`src/hw/rtl/mh2_pkg.sv`:
```
// ----------------------------------------------------------------------------
// mh2_pkg
// Shared types and constants of the MurmurHash2 stream core.
// ----------------------------------------------------------------------------
package mh2_pkg;

   localparam logic [31:0] MIX_M   = 32'h5bd1e995;
   localparam int          MIX_R   = 24;
   localparam int          AVAL_R1 = 13;
   localparam int          AVAL_R2 = 15;

   localparam int QUEUE_DEPTH = 2;
   localparam int QUEUE_IDX_W = (QUEUE_DEPTH > 1) ? $clog2(QUEUE_DEPTH) : 1;
   localparam int QUEUE_CNT_W = $clog2(QUEUE_DEPTH + 1);

   typedef enum logic [1:0] {
      OP_EMPTY = 2'd0,
      OP_TAIL  = 2'd1,
      OP_FULL  = 2'd2
   } op_kind_type;

   typedef struct packed {
      logic        first;
      logic        last;
      op_kind_type kind;
      logic [31:0] init;
      logic [31:0] word;
   } op_type;

   typedef enum logic [1:0] {
      BK_IDLE = 2'd0,
      BK_K2   = 2'd1,
      BK_HM   = 2'd2,
      BK_AV   = 2'd3
   } bk_state_type;

   typedef struct packed {
      bk_state_type state;
      logic         last;
   } bk_status_type;

   typedef struct packed {
      logic [QUEUE_CNT_W-1:0] count;
   } q_status_type;

endpackage

```
`src/hw/rtl/mh2_front.sv`:
```
// ----------------------------------------------------------------------------
// mh2_front
// Accepts key words, tracks message framing and classifies each word.
// ----------------------------------------------------------------------------
module mh2_front
   import mh2_pkg::*;
(
   input  logic        clock,
   input  logic        reset,
   input  logic        req_valid,
   output logic        req_ready,
   input  logic [31:0] req_seed,
   input  logic [31:0] req_total_len,
   input  logic [31:0] req_word,
   input  logic [2:0]  req_byte_count,
   input  logic        req_first,
   input  logic        req_last,
   output logic        push_valid,
   input  logic        push_ready,
   output op_type      push_op
);

   logic        in_message_ff;
   logic        in_message_in;
   logic        accept;
   logic [31:0] tail_mask;

   assign req_ready = push_ready;
   assign accept    = req_valid && push_ready;

   // Drop words that arrive outside a message.
   assign push_valid = req_valid && (req_first || in_message_ff);

   always_comb begin
      unique case (req_byte_count)
         3'd1:    tail_mask = 32'h0000_00ff;
         3'd2:    tail_mask = 32'h0000_ffff;
         3'd3:    tail_mask = 32'h00ff_ffff;
         default: tail_mask = 32'h0000_0000;
      endcase
   end

   always_comb begin
      push_op.first = req_first;
      push_op.last  = req_last;
      push_op.init  = req_seed ^ req_total_len;
      if (req_byte_count >= 3'd4) begin
         push_op.kind = OP_FULL;
         push_op.word = req_word;
      end else if (req_byte_count == 3'd0) begin
         push_op.kind = OP_EMPTY;
         push_op.word = 32'h0;
      end else begin
         push_op.kind = OP_TAIL;
         push_op.word = req_word & tail_mask;
      end
   end

   always_comb begin
      in_message_in = in_message_ff;
      if (accept) begin
         in_message_in = (req_first || in_message_ff) && !req_last;
      end
   end

   always_ff @(posedge clock) begin
      if (reset) begin
         in_message_ff <= 1'b0;
      end else begin
         in_message_ff <= in_message_in;
      end
   end

endmodule

```
`src/hw/rtl/mh2_queue.sv`:
```
// ----------------------------------------------------------------------------
// mh2_queue
// Short FIFO of classified operations between front and back.
// ----------------------------------------------------------------------------
module mh2_queue
   import mh2_pkg::*;
(
   input  logic         clock,
   input  logic         reset,
   input  logic         wr_valid,
   output logic         wr_ready,
   input  op_type       wr_op,
   output logic         rd_valid,
   input  logic         rd_ready,
   output op_type       rd_op,
   output q_status_type status
);

   op_type                 slot_ff [QUEUE_DEPTH];
   logic [QUEUE_IDX_W-1:0] wr_ptr_ff, wr_ptr_in;
   logic [QUEUE_IDX_W-1:0] rd_ptr_ff, rd_ptr_in;
   logic [QUEUE_CNT_W-1:0] count_ff, count_in;
   logic                   do_wr, do_rd;

   assign wr_ready = (count_ff != QUEUE_CNT_W'(QUEUE_DEPTH));
   assign rd_valid = (count_ff != '0);
   assign rd_op    = slot_ff[rd_ptr_ff];
   assign do_wr    = wr_valid && wr_ready;
   assign do_rd    = rd_valid && rd_ready;
   assign status.count = count_ff;

   always_comb begin
      wr_ptr_in = wr_ptr_ff;
      rd_ptr_in = rd_ptr_ff;
      count_in  = count_ff;
      if (do_wr) begin
         wr_ptr_in = (wr_ptr_ff == QUEUE_IDX_W'(QUEUE_DEPTH - 1)) ? '0 : wr_ptr_ff + 1'b1;
      end
      if (do_rd) begin
         rd_ptr_in = (rd_ptr_ff == QUEUE_IDX_W'(QUEUE_DEPTH - 1)) ? '0 : rd_ptr_ff + 1'b1;
      end
      if (do_wr && !do_rd) begin
         count_in = count_ff + 1'b1;
      end else if (do_rd && !do_wr) begin
         count_in = count_ff - 1'b1;
      end
   end

   always_ff @(posedge clock) begin
      if (reset) begin
         wr_ptr_ff <= '0;
         rd_ptr_ff <= '0;
         count_ff  <= '0;
      end else begin
         wr_ptr_ff <= wr_ptr_in;
         rd_ptr_ff <= rd_ptr_in;
         count_ff  <= count_in;
      end
   end

   always_ff @(posedge clock) begin
      if (do_wr) begin
         slot_ff[wr_ptr_ff] <= wr_op;
      end
   end

endmodule

```
`src/hw/rtl/mh2_back.sv`:
```
// ----------------------------------------------------------------------------
// mh2_back
// Mixing sequencer around one shared multiply-by-M unit; holds the result.
// ----------------------------------------------------------------------------
module mh2_back
   import mh2_pkg::*;
(
   input  logic          clock,
   input  logic          reset,
   input  logic          op_valid,
   output logic          op_ready,
   input  op_type        op,
   output logic          rsp_valid,
   input  logic          rsp_ready,
   output logic [31:0]   rsp_hash,
   output bk_status_type status
);

   bk_state_type state_ff, state_in;
   logic [31:0]  h_ff, h_in;
   logic [31:0]  k_ff, k_in;
   logic         last_ff, last_in;
   logic         rsp_valid_ff, rsp_valid_in;
   logic [31:0]  rsp_hash_ff, rsp_hash_in;
   logic [31:0]  h_sel;
   logic [31:0]  mul_a;
   logic [31:0]  mul_p;
   logic         rsp_free;

   assign h_sel    = op.first ? op.init : h_ff;
   assign mul_p    = mul_a * MIX_M;
   assign rsp_free = !rsp_valid_ff || rsp_ready;
   assign op_ready = (state_ff == BK_IDLE);

   always_comb begin
      state_in     = state_ff;
      h_in         = h_ff;
      k_in         = k_ff;
      last_in      = last_ff;
      rsp_valid_in = rsp_valid_ff && !rsp_ready;
      rsp_hash_in  = rsp_hash_ff;
      mul_a        = h_ff;
      unique case (state_ff)
         BK_IDLE: begin
            mul_a = (op.kind == OP_FULL) ? op.word : (h_sel ^ op.word);
            if (op_valid) begin
               last_in = op.last;
               unique case (op.kind)
                  OP_FULL: begin
                     h_in     = h_sel;
                     k_in     = mul_p;
                     state_in = BK_K2;
                  end
                  OP_TAIL: begin
                     h_in     = mul_p;
                     state_in = op.last ? BK_AV : BK_IDLE;
                  end
                  OP_EMPTY: begin
                     h_in     = h_sel;
                     state_in = op.last ? BK_AV : BK_IDLE;
                  end
                  default: begin
                     state_in = BK_IDLE;
                  end
               endcase
            end
         end
         BK_K2: begin
            mul_a    = k_ff ^ (k_ff >> MIX_R);
            k_in     = mul_p;
            state_in = BK_HM;
         end
         BK_HM: begin
            mul_a    = h_ff;
            h_in     = mul_p ^ k_ff;
            state_in = last_ff ? BK_AV : BK_IDLE;
         end
         BK_AV: begin
            mul_a = h_ff ^ (h_ff >> AVAL_R1);
            // Hold the finished hash until the output slot frees.
            if (rsp_free) begin
               h_in         = mul_p ^ (mul_p >> AVAL_R2);
               rsp_hash_in  = mul_p ^ (mul_p >> AVAL_R2);
               rsp_valid_in = 1'b1;
               state_in     = BK_IDLE;
            end
         end
         default: begin
            state_in = BK_IDLE;
         end
      endcase
   end

   always_ff @(posedge clock) begin
      if (reset) begin
         state_ff     <= BK_IDLE;
         rsp_valid_ff <= 1'b0;
         h_ff         <= '0;
         last_ff      <= 1'b0;
      end else begin
         state_ff     <= state_in;
         rsp_valid_ff <= rsp_valid_in;
         h_ff         <= h_in;
         last_ff      <= last_in;
      end
   end

   always_ff @(posedge clock) begin
      k_ff        <= k_in;
      rsp_hash_ff <= rsp_hash_in;
   end

   assign rsp_valid    = rsp_valid_ff;
   assign rsp_hash     = rsp_hash_ff;
   assign status.state = state_ff;
   assign status.last  = last_ff;

endmodule

```
`src/hw/rtl/murmur2_hash_stream_core.sv`:
```
// ----------------------------------------------------------------------------
// murmur2_hash_stream_core: streaming 32-bit MurmurHash2 over key words.
// A full word also steps the back sequencer through its K2 and HM states
// before the next word is taken; a tail or empty word is mixed in the idle
// state, as the shared multiply-by-M unit allows. The last word adds an
// avalanche step. Reset clears framing, queue, sequencer and output valid.
// ----------------------------------------------------------------------------
module murmur2_hash_stream_core
   import mh2_pkg::*;
(
   input  logic        clock,
   input  logic        reset,
   input  logic        req_valid,
   output logic        req_ready,
   input  logic [31:0] req_seed,
   input  logic [31:0] req_total_len,
   input  logic [31:0] req_word,
   input  logic [2:0]  req_byte_count,
   input  logic        req_first,
   input  logic        req_last,
   output logic        rsp_valid,
   input  logic        rsp_ready,
   output logic [31:0] rsp_hash
);

   // Front to queue: classified operation, dropped if outside a message.
   logic          push_valid;
   logic          push_ready;
   op_type        push_op;

   // Queue to back sequencer.
   logic          pop_valid;
   logic          pop_ready;
   op_type        pop_op;

   q_status_type  q_status;
   bk_status_type bk_status;

   // Front: framing and byte-count classification. A transfer is taken
   // whenever the queue has room, dropped words included.
   mh2_front u_front (
      .clock          (clock),
      .reset          (reset),
      .req_valid      (req_valid),
      .req_ready      (req_ready),
      .req_seed       (req_seed),
      .req_total_len  (req_total_len),
      .req_word       (req_word),
      .req_byte_count (req_byte_count),
      .req_first      (req_first),
      .req_last       (req_last),
      .push_valid     (push_valid),
      .push_ready     (push_ready),
      .push_op        (push_op)
   );

   // Queue: decouple the front from the multi-cycle mixing.
   mh2_queue u_queue (
      .clock    (clock),
      .reset    (reset),
      .wr_valid (push_valid),
      .wr_ready (push_ready),
      .wr_op    (push_op),
      .rd_valid (pop_valid),
      .rd_ready (pop_ready),
      .rd_op    (pop_op),
      .status   (q_status)
   );

   // Back: mix each word, run the avalanche on the last one and hold the
   // hash in the output register until its transfer.
   mh2_back u_back (
      .clock     (clock),
      .reset     (reset),
      .op_valid  (pop_valid),
      .op_ready  (pop_ready),
      .op        (pop_op),
      .rsp_valid (rsp_valid),
      .rsp_ready (rsp_ready),
      .rsp_hash  (rsp_hash),
      .status    (bk_status)
   );

`ifndef SYNTHESIS
   a_queue_bound: assert property (@(posedge clock) disable iff (reset)
      q_status.count <= QUEUE_CNT_W'(QUEUE_DEPTH))
      else $error("queue fill count beyond depth");

   a_k2_to_hm: assert property (@(posedge clock) disable iff (reset)
      bk_status.state == BK_K2 |=> bk_status.state == BK_HM)
      else $error("second key multiply not followed by hash multiply");

   a_av_on_last: assert property (@(posedge clock) disable iff (reset)
      bk_status.state == BK_AV |-> bk_status.last)
      else $error("avalanche entered for a word not marked last");

   a_rsp_from_av: assert property (@(posedge clock) disable iff (reset)
      $rose(rsp_valid) |-> $past(bk_status.state) == BK_AV)
      else $error("result raised without an avalanche step");
`endif

endmodule
```
`config.mk`:
```
export PLATFORM = sky130hd
export DESIGN_NAME = murmur2_hash_stream_core
export DESIGN_NICKNAME = d
export VERILOG_FILES = /design/src/hw/rtl/mh2_pkg.sv /design/src/hw/rtl/mh2_front.sv /design/src/hw/rtl/mh2_queue.sv /design/src/hw/rtl/mh2_back.sv /design/src/hw/rtl/murmur2_hash_stream_core.sv
export SDC_FILE = /design/constraint.sdc
export NUM_CORES = 1
export LEC_CHECK = 0
export ABC_AREA = 1
export ABC_CLOCK_PERIOD_IN_PS = 10800
export BUFFER_PORTS_ARGS = -buffer_cell sky130_fd_sc_hd__buf_2
export CAP_MARGIN = 20
export CORE_UTILIZATION = 35
export CTS_BUF_LIST = sky130_fd_sc_hd__clkbuf_16
export CTS_CLUSTER_SIZE = 14
export DETAILED_ROUTE_END_ITERATION = 10
export PLACE_DENSITY = 0.54
export SYNTH_ARGS = -nofsm -noshare
export SYNTH_HDL_FRONTEND = slang
export SYNTH_SLANG_ARGS = --single-unit
export TNS_END_PERCENT = 20
```
`constraint.sdc`:
```
create_clock -name clock -period 10.8 [get_ports clock]
set_input_delay 1.08 -clock clock [delete_from_list [all_inputs] [get_ports clock]]
set_output_delay 1.08 -clock clock [all_outputs]
set_load 0.03 [all_outputs]
```
## Yosys cells after proc, flatten, opt, wreduce, memory -nomap -nowiden

Memories as Yosys holds them, arrays and structs flattened. A register that Yosys moved wholly into a read port is not among the register bits.
Cells that the tools add are included.

- Output and inout port bits: 34
- Logic and storage cells: 97
- Memory bits (writable): 136
- Memories kept: 1
- Bits in registers: 105

Memories:

| name | depth | bits a word | read ports | clocked after memory_dff | write ports | RTL line | RTL |
|---|---|---|---|---|---|---|---|
| u_queue.slot_ff | 2 | 68 | 1 | 1 | 1 | mh2_queue.sv:19 | `op_type slot_ff [QUEUE_DEPTH];` |

- Magnitude comparators: 1
- Muxes and demuxes: 31
- Bitwise operators: 7
- Multiply operators: 1
- Add/sub/neg operators: 4
- Reduce and logical (&&, ||, !) cells: 29
- Equal/unequal tests: 13

Operators with widths:

| operator | count |
|---|---|
| $mux W32 | 8 |
| $pmux W32 S2 | 2 |
| $pmux W32 S4 | 1 |
| $pmux W32 S3 | 1 |
| $xor A32 B32 Y32 | 3 |
| $pmux W24 S3 | 1 |
| $and A32 B24 Y32 | 1 |
| $mul A32 B31 Y32 const B | 1 |
| $xor A32 B17 Y32 | 1 |
| $xor A32 B19 Y32 | 1 |
| $xor A32 B8 Y32 | 1 |
| $mux W2 | 7 |
| $mux W1 | 9 |
| $logic_and A1 B1 Y1 | 8 |
| $pmux W2 S4 | 1 |
| $eq A2 B2 Y1 const B | 3 |
| $eq A3 B2 Y1 const B | 2 |
| $ne A2 B1 Y1 const B | 3 |
| $reduce_and A2 Y1 | 3 |
| $reduce_bool A2 Y1 | 3 |
| $logic_not A1 Y1 | 5 |
| $eq A2 B1 Y1 const B | 2 |
| $logic_not A2 Y1 | 2 |
| $pmux W2 S2 | 1 |
| other kinds (13) | 16 |

## Longest topological paths before layout

- Depth after elaboration: 8
- Mapped depth: 49
- Depth with buffers taken out: 47

## Modules after synthesis

Synthesis repeated with hierarchy kept, for this count alone.

- Cells, all modules: 2401
- Area total of the unflattened synthesis: 21780.9 um^2

Modules (own cells, without submodules):

| module | instances | sequential area each (um^2) | cells an instance | area an instance (um^2) |
|---|---|---|---|---|
| mh2_back | 1 | 2642.5 | 2036 | 15887.7 |
| mh2_queue | 1 | 4184.0 | 249 | 5236.3 |
| mh2_front | 1 | 20.0 | 116 | 656.9 |

## Worst setup path after synthesis

No wires, ideal clock.

- Kind: reg2reg
- Start: reg (tool-made name)
- End: reg u_back.rsp_hash_ff[14], in the netlist u_back.rsp_hash[14] (data pin)
- Stages on the path, launching flop included: 40
- Setup time: 0.255 ns
- Slack: 2.968 ns
- Data required time: 10.545 ns
- Path buffers: 5
- Data arrival time: 7.578 ns
- Path through: dfxtp_1 > inv_2 > buf_6 > nand2_4 > nand2_2 > nand2_4 > buf_6 > buf_2 > buf_1 > buf_1 > nand2_1 > nand2_1 > nand3_1 > nand2_1 > inv_1 > ha_1 > ha_1 > fa_1 > [4 not listed] > fa_1 > fa_1 > inv_1 > fa_1 > inv_1 > ha_1 > nand2_1 > nor2_1 > and3_1 > nand4_1 > nand3_1 > nand3_1 > nand2_1 > a21oi_1 > o21ai_1 > xor2_2 > or2_2 > and2_1

RTL lines:

| item | RTL line | RTL |
|---|---|---|
| end signal, assigned | mh2_back.sv:110 | `rsp_hash_ff <= rsp_hash_in;` |
| end, declared | mh2_back.sv:24 | `logic [31:0] rsp_hash_ff, rsp_hash_in;` |

==> run metrics <==
total DRC errors in the routed layout=0; fraction of layout instances using a drive strength above 1=a little over a tenth; top flip-flop cell by instance count after synthesis=sky130_fd_sc_hd__edfxtp_1; post-CTS setup repair buffer count=0; die footprint=around 62,000 sq um; endpoints failing setup=0; transition time of the tightest slew-check pin=1140 ps; fmax=~0.10 GHz; number of global-route vias before repair=between 15,000 and 20,000; syn_nets=~2,900; via count=16,900; hold_buf cts=0; worst slew margin relative to its limit=between 20% and 30%; Post-synth ARST share=0%; pin count of the biggest net entering global routing=70; Setup Skew=51.1 ps; via/cell ratio=5.00; CTS Buffer Depth=3; total global routing track utilization=a little under a quarter; total area of sequential cells=around 7000 sq um; most common library cell in the layout ignoring fill and taps=sky130_fd_sc_hd__inv_1; Ys Warns=0; post-DR wirelength/cell=between 20 and 25 um; die height=between 200 and 250 um; Fin Hold WS=between 400 and 500 ps; worst min path class=register to register; Port Buffers=138; initial antenna violation count=1; gr ovfl total=0; time the final worst path needs with I/O delays and setup=a little under 10,000 ps; category of the worst setup path capture point=register; Clk Tree Root Cell=sky130_fd_sc_hd__clkbuf_16; critical path data arrival time=roughly 10000 ps; startpoint class of the critical path=register; post-route setup TNS=0 ps; count of mapped cells out of synthesis=2,445; number of fill cells=a little over 6,000; post-detail-place hpwl=56,600 um; slowest stage cell on the critical path=sky130_fd_sc_hd__fa_1; outcome=finished, final reports clean; growth of design area from synthesis to finish=12.7%; count of pins on the block boundary=between 100 and 150; number of nets in the final layout=3,072; Detailed Route WL=between 70,000 and 80,000 um; cts bufs inserted=30; sequential-to-total area share from yosys stat=between 30% and 40%; required arrival time at the worst endpoint=approximately 11,000 ps; clock transition at the registers of the reported paths=60 ps; unique cell type count in the Yosys netlist=63; multi-input combinational cell area=12,300 sq um; number of max-cap violations=0; EDFF count, synth=200; total count of hold-check failures in the final report=0; area of the mapped netlist=around 21,000 sq um; count of pins over their slew limit=0; global-route wire length before repair=between 100,000 and 150,000 um; First-pass DRT Iterations=6; post-synthesis area per instance=between 8 and 9 sq um; clock latency on the worst-skew pair=630 ps; synthesis-stage register bit count=approximately 240; starting density of the core=between 30% and 40%; peak per-stage delay on the critical path=610 ps; residual antenna-violating net count after detailed routing=0; TritonCTS clock tree=yes; number of DRC markers in iteration 0=between 1,000 and 1,500; kind of critical path=register to register; clk sinks=approximately 240; maximum fanout encountered on the critical timing path=33; number of instances resized during post-cts repair=0; Core ar.=a little over 60,000 sq um; final clock period utilization by the worst path=~90%; overall die width=about 250 um; commonest cells after routing, fill and taps aside=sky130_fd_sc_hd__inv_1, sky130_fd_sc_hd__nand2_1, sky130_fd_sc_hd__ha_1; FP Rows=90; final RePlAce weighted congestion=between 0.9 and 1; RSZ-0062 raised after global routing=false; H-Tree Level Count=1
==> stage by stage <==
| step | worst slack [ps] | cells | cell area [sq um] | util, % |
|---|---|---|---|---|
| 2_1_floorplan | 2970 | 2445 | 21500 | - |
| 3_3_place_gp | 1510 | 3329 | 23100 | 38.2 |
| 3_5_place_dp | 1280 | 3330 | 23100 | 38.3 |
| 4_1_cts | 1220 | 3386 | 24200 | 40.0 |
| 5_1_grt | 541 | 3386 | 24200 | 40.0 |
| 6_report | 1170 | 3389 | 24200 | 40.0 |
==> final cells by class <==
class	count	area share, %
clock buffers	30	3.10
well taps	782	4.04
inverters	552	8.56
multi-input cells	1584	50.7
clock inverters	26	1.29
repair buffers	170	3.98
diodes	3	0.0310
flip-flops and latches	242	28.3
==> per-layer routing <==
metal,up-vias,global-route usage [%],wire length (um)
met1,8139,30.5,30300
li1,8057,-,-
met4,0,9.01,2830
met5,-,0,0
met3,104,4.18,5400
met2,649,37.2,32900
==> kinds of logic after synthesis <==
| group | count (synthesis) | share of synthesized area (%) |
|---|---|---|
| buffers and inverters | 619 | 11.2 |
| multiplexers | 7 | 0.326 |
| AO/OA/AOI/OAI | 338 | 8.97 |
| AND/OR/NAND/NOR | 757 | 14.9 |
| flip-flops | 242 | 31.9 |
| adder cells (fa/ha/maj) | 387 | 28.7 |
| XOR/XNOR | 95 | 4.06 |
==> Yosys cell counts (9+ instances only) <==
master / number / area [sq um]
sky130_fd_sc_hd__xor2_1: 75 / 657
sky130_fd_sc_hd__o21ai_0: 143 / 716
sky130_fd_sc_hd__buf_1: 10 / 37.5
sky130_fd_sc_hd__buf_2: 10 / 50.1
sky130_fd_sc_hd__nand3b_1: 12 / 90.1
sky130_fd_sc_hd__nand3_1: 104 / 521
sky130_fd_sc_hd__xnor2_1: 16 / 140
sky130_fd_sc_hd__a21oi_1: 100 / 500
sky130_fd_sc_hd__o22ai_1: 13 / 81.3
sky130_fd_sc_hd__nand2_1: 447 / 1680
sky130_fd_sc_hd__nand4_1: 10 / 62.6
sky130_fd_sc_hd__nor2_1: 131 / 492
sky130_fd_sc_hd__fa_1: 176 / 3520
sky130_fd_sc_hd__edfxtp_1: 200 / 6010
sky130_fd_sc_hd__clkbuf_1: 35 / 131
sky130_fd_sc_hd__a31oi_1: 15 / 93.8
sky130_fd_sc_hd__dfxtp_1: 42 / 841
sky130_fd_sc_hd__ha_1: 211 / 2640
sky130_fd_sc_hd__nand2_2: 12 / 75.1
sky130_fd_sc_hd__or2_2: 10 / 62.6
sky130_fd_sc_hd__inv_2: 9 / 33.8
sky130_fd_sc_hd__inv_1: 542 / 2030
sky130_fd_sc_hd__o21ai_1: 10 / 50.1
sky130_fd_sc_hd__o211ai_1: 11 / 82.6
==> worst max-delay path: cells and delay by family (launching register included) <==
family,cells,cell delay (ps)
adders and majority gates,10,4050
AOI/OAI and AO/OA,6,1730
and+or+nand+nor,13,2140
DFF,1,320
xor gates and xnor gates,1,320
buffers and inverters,6,720
==> flip-flops by register name (all words and copies together), names as in the netlist, named ones only <==
signal	cells
u_back.last_ff	1
u_back.rsp_hash	32
u_queue.slot_ff	136
u_queue.status	2
u_queue.rd_ptr_ff	1
u_back.k_ff	32
u_back.state_ff	2
u_front.in_message_ff	1
u_back.h_ff	32
u_queue.wr_ptr_ff	1
u_back.rsp_valid	1
==> final timing paths <==
kind                                                startpoint                             to  slack, ps  cells after the start
worst min-delay path            u_queue.rd_ptr_ff$_SDFFE_PP0P_                       register        460                      1
worst max register to register                        register  u_back.rsp_hash[14]$_DFFE_PP_       1170                     36
worst max-delay path                                  register  u_back.rsp_hash[14]$_DFFE_PP_       1170                     36
worst min register to register  u_queue.rd_ptr_ff$_SDFFE_PP0P_                       register        460                      1
Power is left out: the tool's default activity adds up to more than one toggle a clock period on the data nets, which glitch-free logic cannot reach.
